`src/hw/rtl/lfmp_pkg.sv`:
```
// Shared types and constants for the latest-frame mailbox with frame pacing.
// Used by every module of the block; depends on nothing else.
package lfmp_pkg;

	// Field widths of the stream words.
	localparam int CMD_W    = 3;
	localparam int SLOT_W   = 8;
	localparam int TIME_W   = 64;
	localparam int STATUS_W = 2;
	localparam int DROP_W   = 32;
	localparam int RATE_W   = 10;

	// Packed word widths; the stream word widths are rounded up to whole bytes.
	localparam int IN_W       = CMD_W + SLOT_W + TIME_W;
	localparam int IN_BYTES_W = ((IN_W + 7) / 8) * 8;
	localparam int RES_W      = STATUS_W + 1 + SLOT_W + SLOT_W + 1 + DROP_W;
	localparam int OUT_W      = ((RES_W + 7) / 8) * 8;

	// Bit offsets inside the input word.
	localparam int SLOT_LSB = CMD_W;
	localparam int TIME_LSB = CMD_W + SLOT_W;

	// Frame pacing: the interval is ceil(FRAME_MS / rate).
	localparam int FRAME_MS = 1000;
	localparam int RATE_MAX = 1000;
	localparam int DVD_W    = 11;
	localparam int CNT_W    = 4;

	// Configuration port.
	localparam int ADDR_W   = 3;
	localparam int DATA_W   = 32;

	// Command codes.
	localparam logic [CMD_W-1:0] CMD_OFFER    = 3'd0;
	localparam logic [CMD_W-1:0] CMD_TAKE     = 3'd1;
	localparam logic [CMD_W-1:0] CMD_COMPLETE = 3'd2;
	localparam logic [CMD_W-1:0] CMD_STOP     = 3'd3;
	localparam logic [CMD_W-1:0] CMD_DUE      = 3'd4;

	// Result status codes.
	localparam logic [STATUS_W-1:0] STS_OK      = 2'd0;
	localparam logic [STATUS_W-1:0] STS_INVALID = 2'd1;
	localparam logic [STATUS_W-1:0] STS_STOPPED = 2'd2;
	localparam logic [STATUS_W-1:0] STS_NONE    = 2'd3;

	// Register word index of frame_rate.
	localparam logic REG_FRAME_RATE = 1'b0;

	// Result word, laid out so that status sits in the lowest bits.
	typedef struct packed {
		logic [DROP_W-1:0]   drop_total;
		logic                frame_due;
		logic [SLOT_W-1:0]   granted_slot;
		logic [SLOT_W-1:0]   displaced_slot;
		logic                replaced;
		logic [STATUS_W-1:0] status;
	} res_t;

	// Commands from the controller to the datapath.
	typedef struct packed {
		logic load;
		logic start_div;
		logic add;
		logic commit;
	} ctrl_cmd_t;

	// Status from the datapath to the controller.
	typedef struct packed {
		logic due_go;
		logic div_done;
		logic halted;
	} dp_stat_t;

endpackage

```
`src/hw/rtl/lfmp_div.sv`:
```
// Serial restoring divider that produces the frame interval ceil(1000 / rate).
// One quotient bit per cycle; uses lfmp_pkg for widths and constants.
module lfmp_div (
	input  logic                         clk,
	input  logic                         arst_n,
	input  logic                         start,
	input  logic [lfmp_pkg::RATE_W-1:0]  rate,
	output logic                         done,
	output logic [lfmp_pkg::RATE_W-1:0]  interval
);

	logic [lfmp_pkg::DVD_W-1:0]  dvd_q;
	logic [lfmp_pkg::DVD_W-1:0]  quo_q;
	logic [lfmp_pkg::RATE_W-1:0] rem_q;
	logic [lfmp_pkg::RATE_W-1:0] div_q;
	logic [lfmp_pkg::CNT_W-1:0]  cnt_q;
	logic                        busy_q;
	logic                        done_q;
	logic [lfmp_pkg::DVD_W-1:0]  rem_shift;
	logic [lfmp_pkg::DVD_W:0]    diff;
	logic                        fits;

	// One restoring step: shift in the next dividend bit and try to subtract.
	always_comb begin
		rem_shift = {rem_q, dvd_q[lfmp_pkg::DVD_W-1]};
		diff      = {1'b0, rem_shift} - {2'b00, div_q};
		fits      = !diff[lfmp_pkg::DVD_W];
	end

	// Control of the iteration count.
	always_ff @(posedge clk or negedge arst_n) begin
		if (!arst_n) begin
			busy_q <= 1'b0;
			done_q <= 1'b0;
			cnt_q  <= '0;
		end else begin
			done_q <= 1'b0;
			if (start) begin
				busy_q <= 1'b1;
				cnt_q  <= lfmp_pkg::CNT_W'(lfmp_pkg::DVD_W);
			end else if (busy_q) begin
				cnt_q <= cnt_q - 1'b1;
				if (cnt_q == lfmp_pkg::CNT_W'(1)) begin
					busy_q <= 1'b0;
					done_q <= 1'b1;
				end
			end
		end
	end

	// Dividend, remainder and quotient registers.
	always_ff @(posedge clk) begin
		if (start) begin
			dvd_q <= lfmp_pkg::DVD_W'(lfmp_pkg::FRAME_MS - 1) + lfmp_pkg::DVD_W'(rate);
			div_q <= rate;
			rem_q <= '0;
			quo_q <= '0;
		end else if (busy_q) begin
			dvd_q <= {dvd_q[lfmp_pkg::DVD_W-2:0], 1'b0};
			rem_q <= fits ? diff[lfmp_pkg::RATE_W-1:0] : rem_shift[lfmp_pkg::RATE_W-1:0];
			quo_q <= {quo_q[lfmp_pkg::DVD_W-2:0], fits};
		end
	end

	// The quotient never exceeds 1000, so ten bits hold it.
	assign done     = done_q;
	assign interval = quo_q[lfmp_pkg::RATE_W-1:0];

endmodule

```
`src/hw/rtl/lfmp_dp.sv`:
```
// Datapath of the mailbox: slot state, drop counter, frame timer and result word.
// Depends on lfmp_pkg and instantiates lfmp_div.
module lfmp_dp #(
	parameter int SLOT_BITS = 8
) (
	input  logic                           clk,
	input  logic                           arst_n,
	input  lfmp_pkg::ctrl_cmd_t            cmd,
	output lfmp_pkg::dp_stat_t             stat,
	input  logic [lfmp_pkg::CMD_W-1:0]     in_command,
	input  logic [lfmp_pkg::SLOT_W-1:0]    in_slot,
	input  logic [lfmp_pkg::TIME_W-1:0]    in_now,
	input  logic [lfmp_pkg::RATE_W-1:0]    frame_rate,
	output lfmp_pkg::res_t                 result
);

	// Stored slot ids are no wider than the slot field.
	localparam int ID_W = (SLOT_BITS < lfmp_pkg::SLOT_W) ? SLOT_BITS : lfmp_pkg::SLOT_W;

	// Latched item.
	logic [lfmp_pkg::CMD_W-1:0]  cmd_q;
	logic [ID_W-1:0]             slot_q;
	logic [lfmp_pkg::TIME_W-1:0] now_q;

	// Mailbox and pacer state.
	logic                        pend_valid_q;
	logic [ID_W-1:0]             pend_id_q;
	logic                        busy_valid_q;
	logic [ID_W-1:0]             busy_id_q;
	logic                        halted_q;
	logic [lfmp_pkg::DROP_W-1:0] drop_q;
	logic [lfmp_pkg::TIME_W-1:0] next_time_q;
	logic [lfmp_pkg::TIME_W:0]   sum_q;
	lfmp_pkg::res_t              res_q;

	// Next-state values for a commit.
	logic                        pend_valid_d;
	logic [ID_W-1:0]             pend_id_d;
	logic                        busy_valid_d;
	logic [ID_W-1:0]             busy_id_d;
	logic                        halted_d;
	logic [lfmp_pkg::DROP_W-1:0] drop_d;
	logic [lfmp_pkg::TIME_W-1:0] next_time_d;
	lfmp_pkg::res_t              res_d;

	logic                        rate_ok;
	logic                        due_go;
	logic                        div_done;
	logic [lfmp_pkg::RATE_W-1:0] interval;

	lfmp_div u_div (
		.clk      (clk),
		.arst_n   (arst_n),
		.start    (cmd.start_div),
		.rate     (frame_rate),
		.done     (div_done),
		.interval (interval)
	);

	// A due check does real work only when running, paced and on time.
	always_comb begin
		rate_ok = (frame_rate != '0) &&
			(frame_rate <= lfmp_pkg::RATE_W'(lfmp_pkg::RATE_MAX));
		due_go  = (cmd_q == lfmp_pkg::CMD_DUE) && !halted_q && rate_ok &&
			(now_q >= next_time_q);
	end

	assign stat.due_go   = due_go;
	assign stat.div_done = div_done;
	assign stat.halted   = halted_q;

	// Effect of the latched command on the state and the result word.
	always_comb begin
		pend_valid_d = pend_valid_q;
		pend_id_d    = pend_id_q;
		busy_valid_d = busy_valid_q;
		busy_id_d    = busy_id_q;
		halted_d     = halted_q;
		drop_d       = drop_q;
		next_time_d  = next_time_q;
		res_d        = '0;
		res_d.status = lfmp_pkg::STS_OK;
		unique case (cmd_q)
			lfmp_pkg::CMD_OFFER: begin
				if (halted_q) begin
					res_d.status = lfmp_pkg::STS_STOPPED;
				end else if ((busy_valid_q && busy_id_q == slot_q) ||
					(pend_valid_q && pend_id_q == slot_q)) begin
					res_d.status = lfmp_pkg::STS_INVALID;
				end else begin
					res_d.replaced       = pend_valid_q;
					res_d.displaced_slot = lfmp_pkg::SLOT_W'(pend_id_q);
					if (pend_valid_q && drop_q != '1) begin
						drop_d = drop_q + 1'b1;
					end
					pend_id_d    = slot_q;
					pend_valid_d = 1'b1;
				end
			end
			lfmp_pkg::CMD_TAKE: begin
				if (halted_q) begin
					res_d.status = lfmp_pkg::STS_STOPPED;
				end else if (busy_valid_q || !pend_valid_q) begin
					res_d.status = lfmp_pkg::STS_NONE;
				end else begin
					res_d.granted_slot = lfmp_pkg::SLOT_W'(pend_id_q);
					busy_id_d          = pend_id_q;
					pend_valid_d       = 1'b0;
					busy_valid_d       = 1'b1;
				end
			end
			lfmp_pkg::CMD_COMPLETE: begin
				busy_valid_d = 1'b0;
			end
			lfmp_pkg::CMD_STOP: begin
				halted_d     = 1'b1;
				pend_valid_d = 1'b0;
				busy_valid_d = 1'b0;
			end
			lfmp_pkg::CMD_DUE: begin
				if (halted_q) begin
					res_d.status = lfmp_pkg::STS_STOPPED;
				end else if (!due_go || sum_q[lfmp_pkg::TIME_W]) begin
					// Off pace, early, or the next time would wrap past the top.
					res_d.status = lfmp_pkg::STS_NONE;
				end else begin
					next_time_d     = sum_q[lfmp_pkg::TIME_W-1:0];
					res_d.frame_due = 1'b1;
				end
			end
			default: begin
				res_d.status = lfmp_pkg::STS_INVALID;
			end
		endcase
		res_d.drop_total = drop_d;
	end

	// Item latch, interval sum and result word.
	always_ff @(posedge clk) begin
		if (cmd.load) begin
			cmd_q  <= in_command;
			slot_q <= in_slot[ID_W-1:0];
			now_q  <= in_now;
		end
		if (cmd.add) begin
			sum_q <= {1'b0, now_q} + (lfmp_pkg::TIME_W + 1)'(interval);
		end
		if (cmd.commit) begin
			res_q <= res_d;
		end
	end

	// Architectural state, updated once per item at commit.
	always_ff @(posedge clk or negedge arst_n) begin
		if (!arst_n) begin
			pend_valid_q <= 1'b0;
			pend_id_q    <= '0;
			busy_valid_q <= 1'b0;
			busy_id_q    <= '0;
			halted_q     <= 1'b0;
			drop_q       <= '0;
			next_time_q  <= '0;
		end else if (cmd.commit) begin
			pend_valid_q <= pend_valid_d;
			pend_id_q    <= pend_id_d;
			busy_valid_q <= busy_valid_d;
			busy_id_q    <= busy_id_d;
			halted_q     <= halted_d;
			drop_q       <= drop_d;
			next_time_q  <= next_time_d;
		end
	end

	assign result = res_q;

endmodule

```
`src/hw/rtl/lfmp_ctrl.sv`:
```
// Controller state machine of the mailbox: sequences accept, divide, add and commit.
// Depends on lfmp_pkg; drives the datapath only through command signals.
module lfmp_ctrl (
	input  logic                clk,
	input  logic                arst_n,
	input  logic                in_valid,
	output logic                in_ready,
	output logic                out_valid,
	input  logic                out_ready,
	input  lfmp_pkg::dp_stat_t  stat,
	output lfmp_pkg::ctrl_cmd_t cmd
);

	localparam logic [2:0] S_IDLE   = 3'd0;
	localparam logic [2:0] S_DECODE = 3'd1;
	localparam logic [2:0] S_DIV    = 3'd2;
	localparam logic [2:0] S_ADD    = 3'd3;
	localparam logic [2:0] S_EMIT   = 3'd4;

	logic [2:0] state_q;
	logic [2:0] state_d;
	logic       out_valid_q;
	logic       out_free;

	// The output register can take a word when empty or being drained.
	assign out_free = !out_valid_q || out_ready;

	always_comb begin
		state_d       = state_q;
		cmd.load      = 1'b0;
		cmd.start_div = 1'b0;
		cmd.add       = 1'b0;
		cmd.commit    = 1'b0;
		unique case (state_q)
			S_IDLE: begin
				cmd.load = in_valid;
				if (in_valid) begin
					state_d = S_DECODE;
				end
			end
			S_DECODE: begin
				cmd.start_div = stat.due_go;
				state_d       = stat.due_go ? S_DIV : S_EMIT;
			end
			S_DIV: begin
				if (stat.div_done) begin
					state_d = S_ADD;
				end
			end
			S_ADD: begin
				cmd.add = 1'b1;
				state_d = S_EMIT;
			end
			S_EMIT: begin
				cmd.commit = out_free;
				if (out_free) begin
					state_d = S_IDLE;
				end
			end
			default: begin
				state_d = S_IDLE;
			end
		endcase
	end

	// State register and output word valid flag.
	always_ff @(posedge clk or negedge arst_n) begin
		if (!arst_n) begin
			state_q     <= S_IDLE;
			out_valid_q <= 1'b0;
		end else begin
			state_q <= state_d;
			if (cmd.commit) begin
				out_valid_q <= 1'b1;
			end else if (out_ready) begin
				out_valid_q <= 1'b0;
			end
		end
	end

	assign in_ready  = (state_q == S_IDLE);
	assign out_valid = out_valid_q;

endmodule

```
`src/hw/rtl/latest_frame_mailbox_pacer_top.sv`:
```
// Top level of the latest-wins frame mailbox with frame pacer.
// Depends on lfmp_pkg, lfmp_ctrl, lfmp_dp and lfmp_div.
//
// Usage:
//   Commands arrive as words on the s_ stream (offer, take, complete, stop,
//   due check); each command yields exactly one result word on the m_ stream.
//   frame_rate is written over the APB port at byte address 0 while the block
//   is idle; pready is always high and reads return the register.
// Sequencing:
//   Offer, take, complete, stop, unused codes and a due check that fails the
//   early checks go from decode straight to emit, where the result word is
//   registered at commit. A due check that passes the early checks runs the
//   serial divider for eleven quotient bits, then a 64-bit add, before emit.
//   s_tready is high only between commands.
// Reset:
//   arst_n clears both flags, the ids, the stop latch, the drop counter, the
//   next frame time and frame_rate; no result word is pending after reset.
// Stall:
//   A finished result waits in the output register while the next command is
//   accepted; a second result waits until m_tready takes the first.
module latest_frame_mailbox_pacer_top #(
	parameter int SLOT_BITS = 8
) (
	input  logic                              clk,
	input  logic                              arst_n,
	// Input stream.
	input  logic                              s_tvalid,
	output logic                              s_tready,
	// Fields from bit 0: command[2:0], slot_id[10:3], now_ms[74:11], zero pad.
	input  logic [lfmp_pkg::IN_BYTES_W-1:0]   s_tdata,
	// Output stream.
	output logic                              m_tvalid,
	input  logic                              m_tready,
	// Fields from bit 0: status[1:0], replaced[2], displaced_slot[10:3],
	// granted_slot[18:11], frame_due[19], drop_total[51:20], zero pad.
	output logic [lfmp_pkg::OUT_W-1:0]        m_tdata,
	// Configuration port.
	input  logic                              psel,
	input  logic                              penable,
	input  logic                              pwrite,
	input  logic [lfmp_pkg::ADDR_W-1:0]       paddr,
	input  logic [lfmp_pkg::DATA_W-1:0]       pwdata,
	output logic [lfmp_pkg::DATA_W-1:0]       prdata,
	output logic                              pready
);

	logic [lfmp_pkg::RATE_W-1:0] frame_rate_q;
	logic                        reg_sel;
	lfmp_pkg::ctrl_cmd_t         cmd;
	lfmp_pkg::dp_stat_t          stat;
	lfmp_pkg::res_t              result;

	// Register decode uses the word index above the byte offset.
	assign reg_sel = (paddr[lfmp_pkg::ADDR_W-1] == lfmp_pkg::REG_FRAME_RATE);
	assign pready  = 1'b1;
	assign prdata  = reg_sel ? lfmp_pkg::DATA_W'(frame_rate_q) : '0;

	// frame_rate register.
	always_ff @(posedge clk or negedge arst_n) begin
		if (!arst_n) begin
			frame_rate_q <= '0;
		end else if (psel && penable && pwrite && pready && reg_sel) begin
			frame_rate_q <= pwdata[lfmp_pkg::RATE_W-1:0];
		end
	end

	lfmp_ctrl u_ctrl (
		.clk       (clk),
		.arst_n    (arst_n),
		.in_valid  (s_tvalid),
		.in_ready  (s_tready),
		.out_valid (m_tvalid),
		.out_ready (m_tready),
		.stat      (stat),
		.cmd       (cmd)
	);

	lfmp_dp #(
		.SLOT_BITS (SLOT_BITS)
	) u_dp (
		.clk        (clk),
		.arst_n     (arst_n),
		.cmd        (cmd),
		.stat       (stat),
		.in_command (s_tdata[lfmp_pkg::CMD_W-1:0]),
		.in_slot    (s_tdata[lfmp_pkg::SLOT_LSB +: lfmp_pkg::SLOT_W]),
		.in_now     (s_tdata[lfmp_pkg::TIME_LSB +: lfmp_pkg::TIME_W]),
		.frame_rate (frame_rate_q),
		.result     (result)
	);

	assign m_tdata = lfmp_pkg::OUT_W'(result);

	// Only one command is in flight: acceptance closes the input until commit.
	a_one_in_flight: assert property (@(posedge clk) disable iff (!arst_n)
		s_tvalid && s_tready |=> !s_tready)
		else $error("input accepted while a command is still in work");

	// Stop latches until reset.
	a_halt_sticky: assert property (@(posedge clk) disable iff (!arst_n)
		stat.halted |=> stat.halted)
		else $error("stop latch was released");

	// A frame only fires with an ok status.
	a_due_ok: assert property (@(posedge clk) disable iff (!arst_n)
		m_tvalid && result.frame_due |-> result.status == lfmp_pkg::STS_OK)
		else $error("frame_due set with a failing status");

	// A replacement always leaves a nonzero drop count.
	a_drop_counted: assert property (@(posedge clk) disable iff (!arst_n)
		m_tvalid && result.replaced |-> result.drop_total != '0)
		else $error("replaced slot without a counted drop");

endmodule

```
`config.mk`:
```
export PLATFORM = sky130hd
export DESIGN_NAME = latest_frame_mailbox_pacer_top
export DESIGN_NICKNAME = d
export VERILOG_FILES = /design/src/hw/rtl/lfmp_pkg.sv /design/src/hw/rtl/lfmp_div.sv /design/src/hw/rtl/lfmp_dp.sv /design/src/hw/rtl/lfmp_ctrl.sv /design/src/hw/rtl/latest_frame_mailbox_pacer_top.sv
export SDC_FILE = /design/constraint.sdc
export NUM_CORES = 1
export LEC_CHECK = 0
export BUFFER_PORTS_ARGS = -buffer_cell sky130_fd_sc_hd__buf_2
export CORE_AREA = 2 2 177 179
export CTS_BUF_LIST = sky130_fd_sc_hd__clkbuf_2 sky130_fd_sc_hd__clkbuf_4 sky130_fd_sc_hd__clkbuf_8
export DETAILED_ROUTE_END_ITERATION = 16
export DIE_AREA = 0 0 179 181
export GPL_TIMING_DRIVEN = 1
export PLACE_DENSITY_LB_ADDON = 0.3
export SETUP_SLACK_MARGIN = 0.2
export SLEW_MARGIN = 20
export SYNTH_ARGS = -nofsm -noshare
export SYNTH_HDL_FRONTEND = slang
export SYNTH_SLANG_ARGS = --single-unit
```
`constraint.sdc`:
```
create_clock -name clk -period 4.1 [get_ports clk]
set_input_delay 0.82 -clock clk [delete_from_list [all_inputs] [get_ports clk]]
set_output_delay 0.82 -clock clk [all_outputs]
set_load 0.01 [all_outputs]
```
==> flow_summary.toml, run 1 <==
[status]
outcome = "finished clean"

[clocking]
cts-resized-gates = 0
cts_tree = "built"
cts_hold_buf = 0
path_clk_slew_ns = 0.06
cts_made_buffers = 57
cts_setup_buffers = 0
clockBufferDepth = 3
htreeDepth = 2
clk_root_buffer_cell = "clkbuf_8"
clk_latency_ns = 0.58
cts.sinks = 368

[global_route]
grt_pass1_vias = 11500
antenna_found_initial = 0
grt_use_total_pct = 21.4
grt_pass1_wl_mm = 55.9
grt.overflow.total = 0
grt_start_max_net_pins = 85

[sta]
holdWs_ns = 0.321
maxSlewViolCount = 0
skew_ns = 0.0241
maxSlewHeadroom_pct = 27.2
final-setup-viol-count = 0
finalHoldViolations = 0
tightest_slew_ns = 1.08
min_period_ns = 3.72
rsz0062_at_grt = "no"
setup_tns_ns = 0
fmax_mhz = 269
fin_crit_sh_pct = 90.6

[floorplan]
start_util_pct = 59.5
dieArea_um2 = 32400
fp.dieW_um = 179
fp.dieH_um = 181
core-area_um2 = 30300
rows = 64
ios = 213

[routing]
final_antenna_net_count = 0
drt_iter0_drc = 637
wl_per_cell_um = 16.2
route.detailed.drc = 0
dr.pass1.iters = 5
avgViaCountPerCell = 5.45
postRouteWirelength_mm = 34.0
num_vias = 11400

[logic_synthesis]
yosys_warnings = 0
synth_ff_type = "edfxtp_1"
syn_area_per_cell_um2 = 12.4
synth_area_leader_cell = "edfxtp_1"
synthCells = 1457
ys_seq_area_share_pct = 56.3
ys_ff_latch = 368
synth_edf_count = 213
syn_area_um2 = 18100
netlist-cell-type-count = 70
synth.area.top_cells = "edfxtp_1, dfrtp_1, ha_1"
async_flop_share_pct = 36.7
synth_top_area_share_pct = 35.4

[worst_setup_path]
critPathLaunchType = "flip-flop"
reg2reg_from = "u_dp.now_q[13]"
cp.required_ns = 4.40
startpoint = "u_dp.now_q[13]"
cp.arrival_ns = 4.02
path_class = "reg2reg"
cp_max_fo = 32
crit_path_end_kind = "flip-flop"

[power]
peakVddDrop_v = 0.000294
p_per_area_nw_per_um2 = 413
p_leak_nw = 8.47

[placement]
place_congestion = 0.874
io_buffers = 156
dp_hpwl_mm = 23.2

[cells_and_area]
nFillCells = 2227
area_growth_pct = 13.2
drive_above_1_share_pct = 23.4
multi_input_area_um2 = 7220
diodes = 0
fin_nets = 1863
ff_latch_area_um2 = 10200

[worst_hold_path]
min_path_type = "in2async"

[flow_run]
maxCapViolations = 0
layer usage:
layer,part of all wire [%],vias up,global-route usage [%]
met5,0,-,0
met4,1.9,0,5.76
met3,4.6,61,2.97
met2,49,295,36.0
met1,44,5542,29.2
li1,-,5524,-
logic make-up (layout without fill, tap and decap cells):
logic type / after synthesis / after routing / share of synthesized area, %
simple gates: 425 / 425 / 12.1
xor+xnor: 155 / 155 / 7.51
mux: 118 / 118 / 8.49
compound gates: 127 / 127 / 4.84
flops: 368 / 368 / 56.3
other cells: 2 / 27 / 0.0416
buf+inv: 172 / 390 / 4.41
fa+ha+maj: 90 / 90 / 6.31
layout make-up:
| class | instances | share of cell area [%] |
|---|---|---|
| clock buffers | 83 | 5.25 |
| clock inverters | 25 | 0.710 |
| inverters | 109 | 2.00 |
| multi-input cells | 942 | 35.3 |
| flip-flops and latches | 368 | 49.7 |
| well taps | 396 | 2.42 |
| repair buffers | 173 | 4.59 |
cell usage in the layout (no fill, tap or decap), types with 5 or more instances in the layout:
cell      Yosys  routed
a211oi_1     14      13
buf_4        27      15
clkinv_2      0      17
and4_1        8       8
clkbuf_8      0      72
and3_1       18      18
nand4_1      32      32
clkinv_1      0       6
xor2_1       69      69
dfrtp_1     135     135
mux2_4       60      60
conb_1        2      27
a21oi_1      37      37
nor2_1       89      88
nor4_1       12      12
o21ai_0      18      18
clkbuf_4      0      11
o21a_1        5       5
a21o_1        9       9
inv_1       109     108
mux2_2       42      42
edfxtp_1    213     213
or3_1         5       5
ha_1         88      88
mux2i_1      16      16
xnor2_1      86      86
and2_1       27      26
nand2b_1     16      16
nor2b_1      11      11
nor3_1       41      41
nand2_1      87      87
buf_2         4     155
dfxtp_1      20      20
nand3_1      55      55
synth_stat cells, drive strengths merged (8+ instances only):
master,n
o21ai,19
a21oi,37
ha,88
nor4,16
and4,8
nand2,87
a21o,9
and2,27
nor2,89
dfxtp,20
inv,109
nor2b,11
buf,39
dfrtp,135
nand2b,16
a211oi,15
nor3,41
mux2,102
edfxtp,213
nand4,34
xnor2,86
mux2i,16
clkbuf,24
nand3,55
and3,18
xor2,69
worst paths after layout:
| check | end | slack [ns] | depth (start not counted) |
|---|---|---|---|
| hold reg to reg | u_dp.next_time_q[36] | 0.47 | 1 |
| min in group clk | u_dp.now_q[45] | 0.41 | 1 |
| setup / recovery | u_dp.u_div.dvd_q[1] | 0.38 | 9 |
| hold / removal | frame_rate_q[8] | 0.32 | 1 |
| max in group asynchronous | frame_rate_q[4] | 3.03 | 2 |
| setup reg to reg | u_dp.u_div.dvd_q[1] | 0.38 | 9 |
flip-flops by register name (all words and copies together) (netlist names):
register and cells:
u_dp.u_div.done 1, u_dp.pend_id_q 8, frame_rate_q 10, u_dp.slot_q 8, u_dp.result 52, u_dp.halted_q 1, u_dp.u_div.rem_q 10, u_ctrl.state_q 3
u_dp.u_div.dvd_q 11, u_dp.u_div.div_q 10, u_dp.now_q 64, u_dp.cmd_q 3, u_dp.pend_valid_q 1, u_ctrl.out_valid 1, u_dp.busy_id_q 8, u_dp.u_div.busy_q 1
u_dp.u_div.cnt_q 4, u_dp.next_time_q 64, u_dp.drop_q 32, u_dp.sum_q 65, u_dp.busy_valid_q 1, u_dp.u_div.quo_q 10
stage by stage:
stage / utilization, % / std cells / setup slack (ns) / instance area (um^2) / power, W
floorplan: - / 1482 / 0.312 / 18200 / 0.00500
global placement: 63.4 / 1988 / 0.503 / 19200 / 0.00532
detailed placement: 63.4 / 1988 / 0.468 / 19200 / 0.00536
CTS: 67.4 / 2096 / 0.406 / 20500 / 0.00854
global route: 67.4 / 2096 / 0.206 / 20500 / 0.00883
finish: 67.4 / 2096 / 0.385 / 20500 / 0.00845
critical path: stages, from the launching register on:
cell,delay [ns]
edfxtp_1,0.47
ha_1,0.34
nand4_1,0.16
nor4_1,0.33
a32oi_1,0.18
a211oi_2,0.28
o31ai_2,0.22
a211oi_4,0.81
buf_4,0.49
mux2i_1,0.13
power by group:
| group | switching, W | total [W] | internal [W] |
|---|---|---|---|
| combinational | 0.000499 | 0.000845 | 0.000346 |
| clock | 0.00142 | 0.00317 | 0.00175 |
| sequential | 0.000205 | 0.00443 | 0.00423 |
No activity file was read; power rests on OpenSTA's default activity.
==> inputs of run 2 (changes only) <==
- ABC_AREA: default -> 1
- CORE_AREA: 2 2 177 179 -> 2 2 185 187
- DIE_AREA: 0 0 179 181 -> 0 0 187 189
- TNS_END_PERCENT: default -> 30
==> flow_summary.toml, run 2 <==
[status]
outcome = "finished clean"

[floorplan]
rows = 67
dieArea_um2 = 35300
ios = 213
fp.dieH_um = 189
core-area_um2 = 33300
fp.dieW_um = 187
start_util_pct = 59.1

[power]
internal-power_w = 0.00684
peakVddDrop_v = 0.000363
pwr-share-seq_pct = 48.0
netSwitchingFraction_pct = 30.1
p_switching_w = 0.00294
p_per_area_nw_per_um2 = 446
p_comb_share_pct = 17.5
p_clk_share_pct = 34.5
p_leak_nw = 9.95

[logic_synthesis]
synth.area.top_cells = "edfxtp_1, dfrtp_1, nand2_1"
synth_xor_area_share_pct = 3.86
syn_area_um2 = 19700
yosysMostFrequentCell = "nand2_1"
synth_common_cells = "nand2_1, inv_1, edfxtp_1"
synth_edf_count = 213
synth_ff_type = "edfxtp_1"
async_flop_share_pct = 36.7
ys_ff_latch = 368
synth-simple-area-share_pct = 25.2
yosys_warnings = 0
synth_area_leader_cell = "edfxtp_1"
synth_compound_area_share_pct = 4.55
syn_area_per_cell_um2 = 9.03
synth_top_family_by_area = "simple AND/OR/NAND/NOR gates"
synthAdderAreaFrac_pct = 5.80
ys_seq_area_share_pct = 51.7
synthMuxAreaShare_pct = 0
synthCells = 2179
synth_top_area_share_pct = 32.5
netlist-cell-type-count = 60

[cells_and_area]
top_register = "u_dp.sum_q"
drive_above_1_share_pct = 14.5
largest_reg_flops = 65
layout_commonest_cell = "nand2_1"
fin_nets = 2563
area_growth_pct = 11.5
layout_common_cells = "nand2_1, inv_1, edfxtp_1"
reg.largest.list = "u_dp.sum_q x65, u_dp.next_time_q x64, u_dp.now_q x64"

[clocking]
cts_hold_buf = 0
clockBufferDepth = 3
cts_made_buffers = 59
cts_tree = "built"
htreeDepth = 2
path_clk_slew_ns = 0.06
clk_root_buffer_cell = "clkbuf_8"
cts_setup_buffers = 0
cts-resized-gates = 0
cts.sinks = 368
clk_latency_ns = 0.64

[global_route]
grt_pass1_wl_mm = 72.8
antenna_found_initial = 0
grt.overflow.total = 0
grt_pass1_vias = 15000
grt_start_max_net_pins = 82
grt_use_total_pct = 25.5

[sta]
maxSlewHeadroom_pct = 27.9
tightest_slew_ns = 1.08
rsz0062_at_grt = "no"
finalHoldViolations = 0
maxSlewViolCount = 0
skew_ns = 0.0310
fin_crit_sh_pct = 81.2
final-setup-viol-count = 0
setup_tns_ns = 0
fmax_mhz = 300
min_period_ns = 3.33
holdWs_ns = 0.215

[placement]
io_buffers = 156
dp_hpwl_mm = 31.0
place_congestion = 0.966

[routing]
wl_per_cell_um = 15.6
num_vias = 15400
avgViaCountPerCell = 5.41
dr.pass1.iters = 7
drt_iter0_drc = 1172
route.detailed.drc = 0
postRouteWirelength_mm = 44.4
final_antenna_net_count = 0

[worst_setup_path]
critPathLaunchType = "flip-flop"
cp.arrival_ns = 3.60
cp_max_fo = 22
crit_path_end_kind = "flip-flop"
cp.required_ns = 4.37
path_class = "reg2reg"

[worst_hold_path]
min_path_type = "in2async"

[flow_run]
maxCapViolations = 0
[run 2: changes by cell type in the layout (fill, tap and decap cells not counted), moves of 27 or more]
cell	delta
inv_1	+185
mux2_2	-42
mux2_4	-60
nand2_1	+519
nand3_1	+27
nand4_1	+80
nor2_1	+71
o21ai_0	+44
xnor2_1	-57
[run 2: worst paths after layout]
| path | to | slack (ns) | from | depth (start not counted) |
|---|---|---|---|---|
| max reg2reg | u_dp.u_div.dvd_q[3] | 0.77 | u_dp.now_q[63] | 10 |
| min | frame_rate_q[1] | 0.21 | arst_n | 1 |
| min in group clk | u_dp.now_q[55] | 0.35 | s_tdata[66] | 1 |
| max in group asynchronous | u_dp.next_time_q[26] | 2.90 | arst_n | 2 |
| max | u_dp.u_div.dvd_q[3] | 0.77 | u_dp.now_q[63] | 10 |
| min reg2reg | u_dp.u_div.div_q[1] | 0.46 | frame_rate_q[1] | 0 |
[run 2: final cells by class]
class	instances	area [um^2]
clock inverters	19	169
flip-flops and latches	368	10200
repair buffers	170	892
fillers	2676	11400
clock buffers	89	1110
multi-input cells	1452	7880
diodes	1	2.50
inverters	300	1130
well taps	448	561
[run 2: critical path: stages (launching register included)]
cell and delay (ns):
edfxtp_1 0.48, ha_1 0.35, nand2_1 0.07, nor2_1 0.14, and2_1 0.19, nand2_2 0.11
nor3_2 0.31, nand2_2 0.13, a21oi_4 0.13, nand2_1 0.46, nand2_1 0.58
[run 2: metal layers]
layer | track usage (%) | wire length [um]
met1 | 32.7 | 19100
met5 | 0 | 0
met2 | 43.1 | 21100
met4 | 10.3 | 1490
met3 | 4.41 | 2670
[run 2: kinds of logic after synthesis]
logic type,after synthesis
adders and majority gates,90
and+or+nand+nor,1094
DFF,368
other,2
buffers and inverters,384
AOI/OAI and AO/OA,156
xor gates and xnor gates,85
[run 2: stage by stage]
stage	power [W]	util (%)	setup WS [ns]	instances	cell area, um^2
after floorplan	0.00585	-	0.342	2204	19800
after global placement	0.00639	62.0	0.829	2738	20600
after detailed placement	0.00646	62.0	0.779	2738	20600
after CTS	0.00985	65.9	0.773	2846	21900
after global routing	0.0102	65.9	0.517	2846	21900
final	0.00978	65.9	0.771	2847	21900
[run 2: power by group through the flow]
| stage | clock network (W) | logic [W] | registers [W] |
|---|---|---|---|
| finish | 0.00338 | 0.00171 | 0.00469 |
| global route | 0.00359 | 0.00192 | 0.00473 |
| CTS | 0.00345 | 0.00171 | 0.00469 |
| detailed placement | 0 | 0.00170 | 0.00476 |
| global placement | 0 | 0.00164 | 0.00474 |
| floorplan | 0 | 0.00113 | 0.00472 |
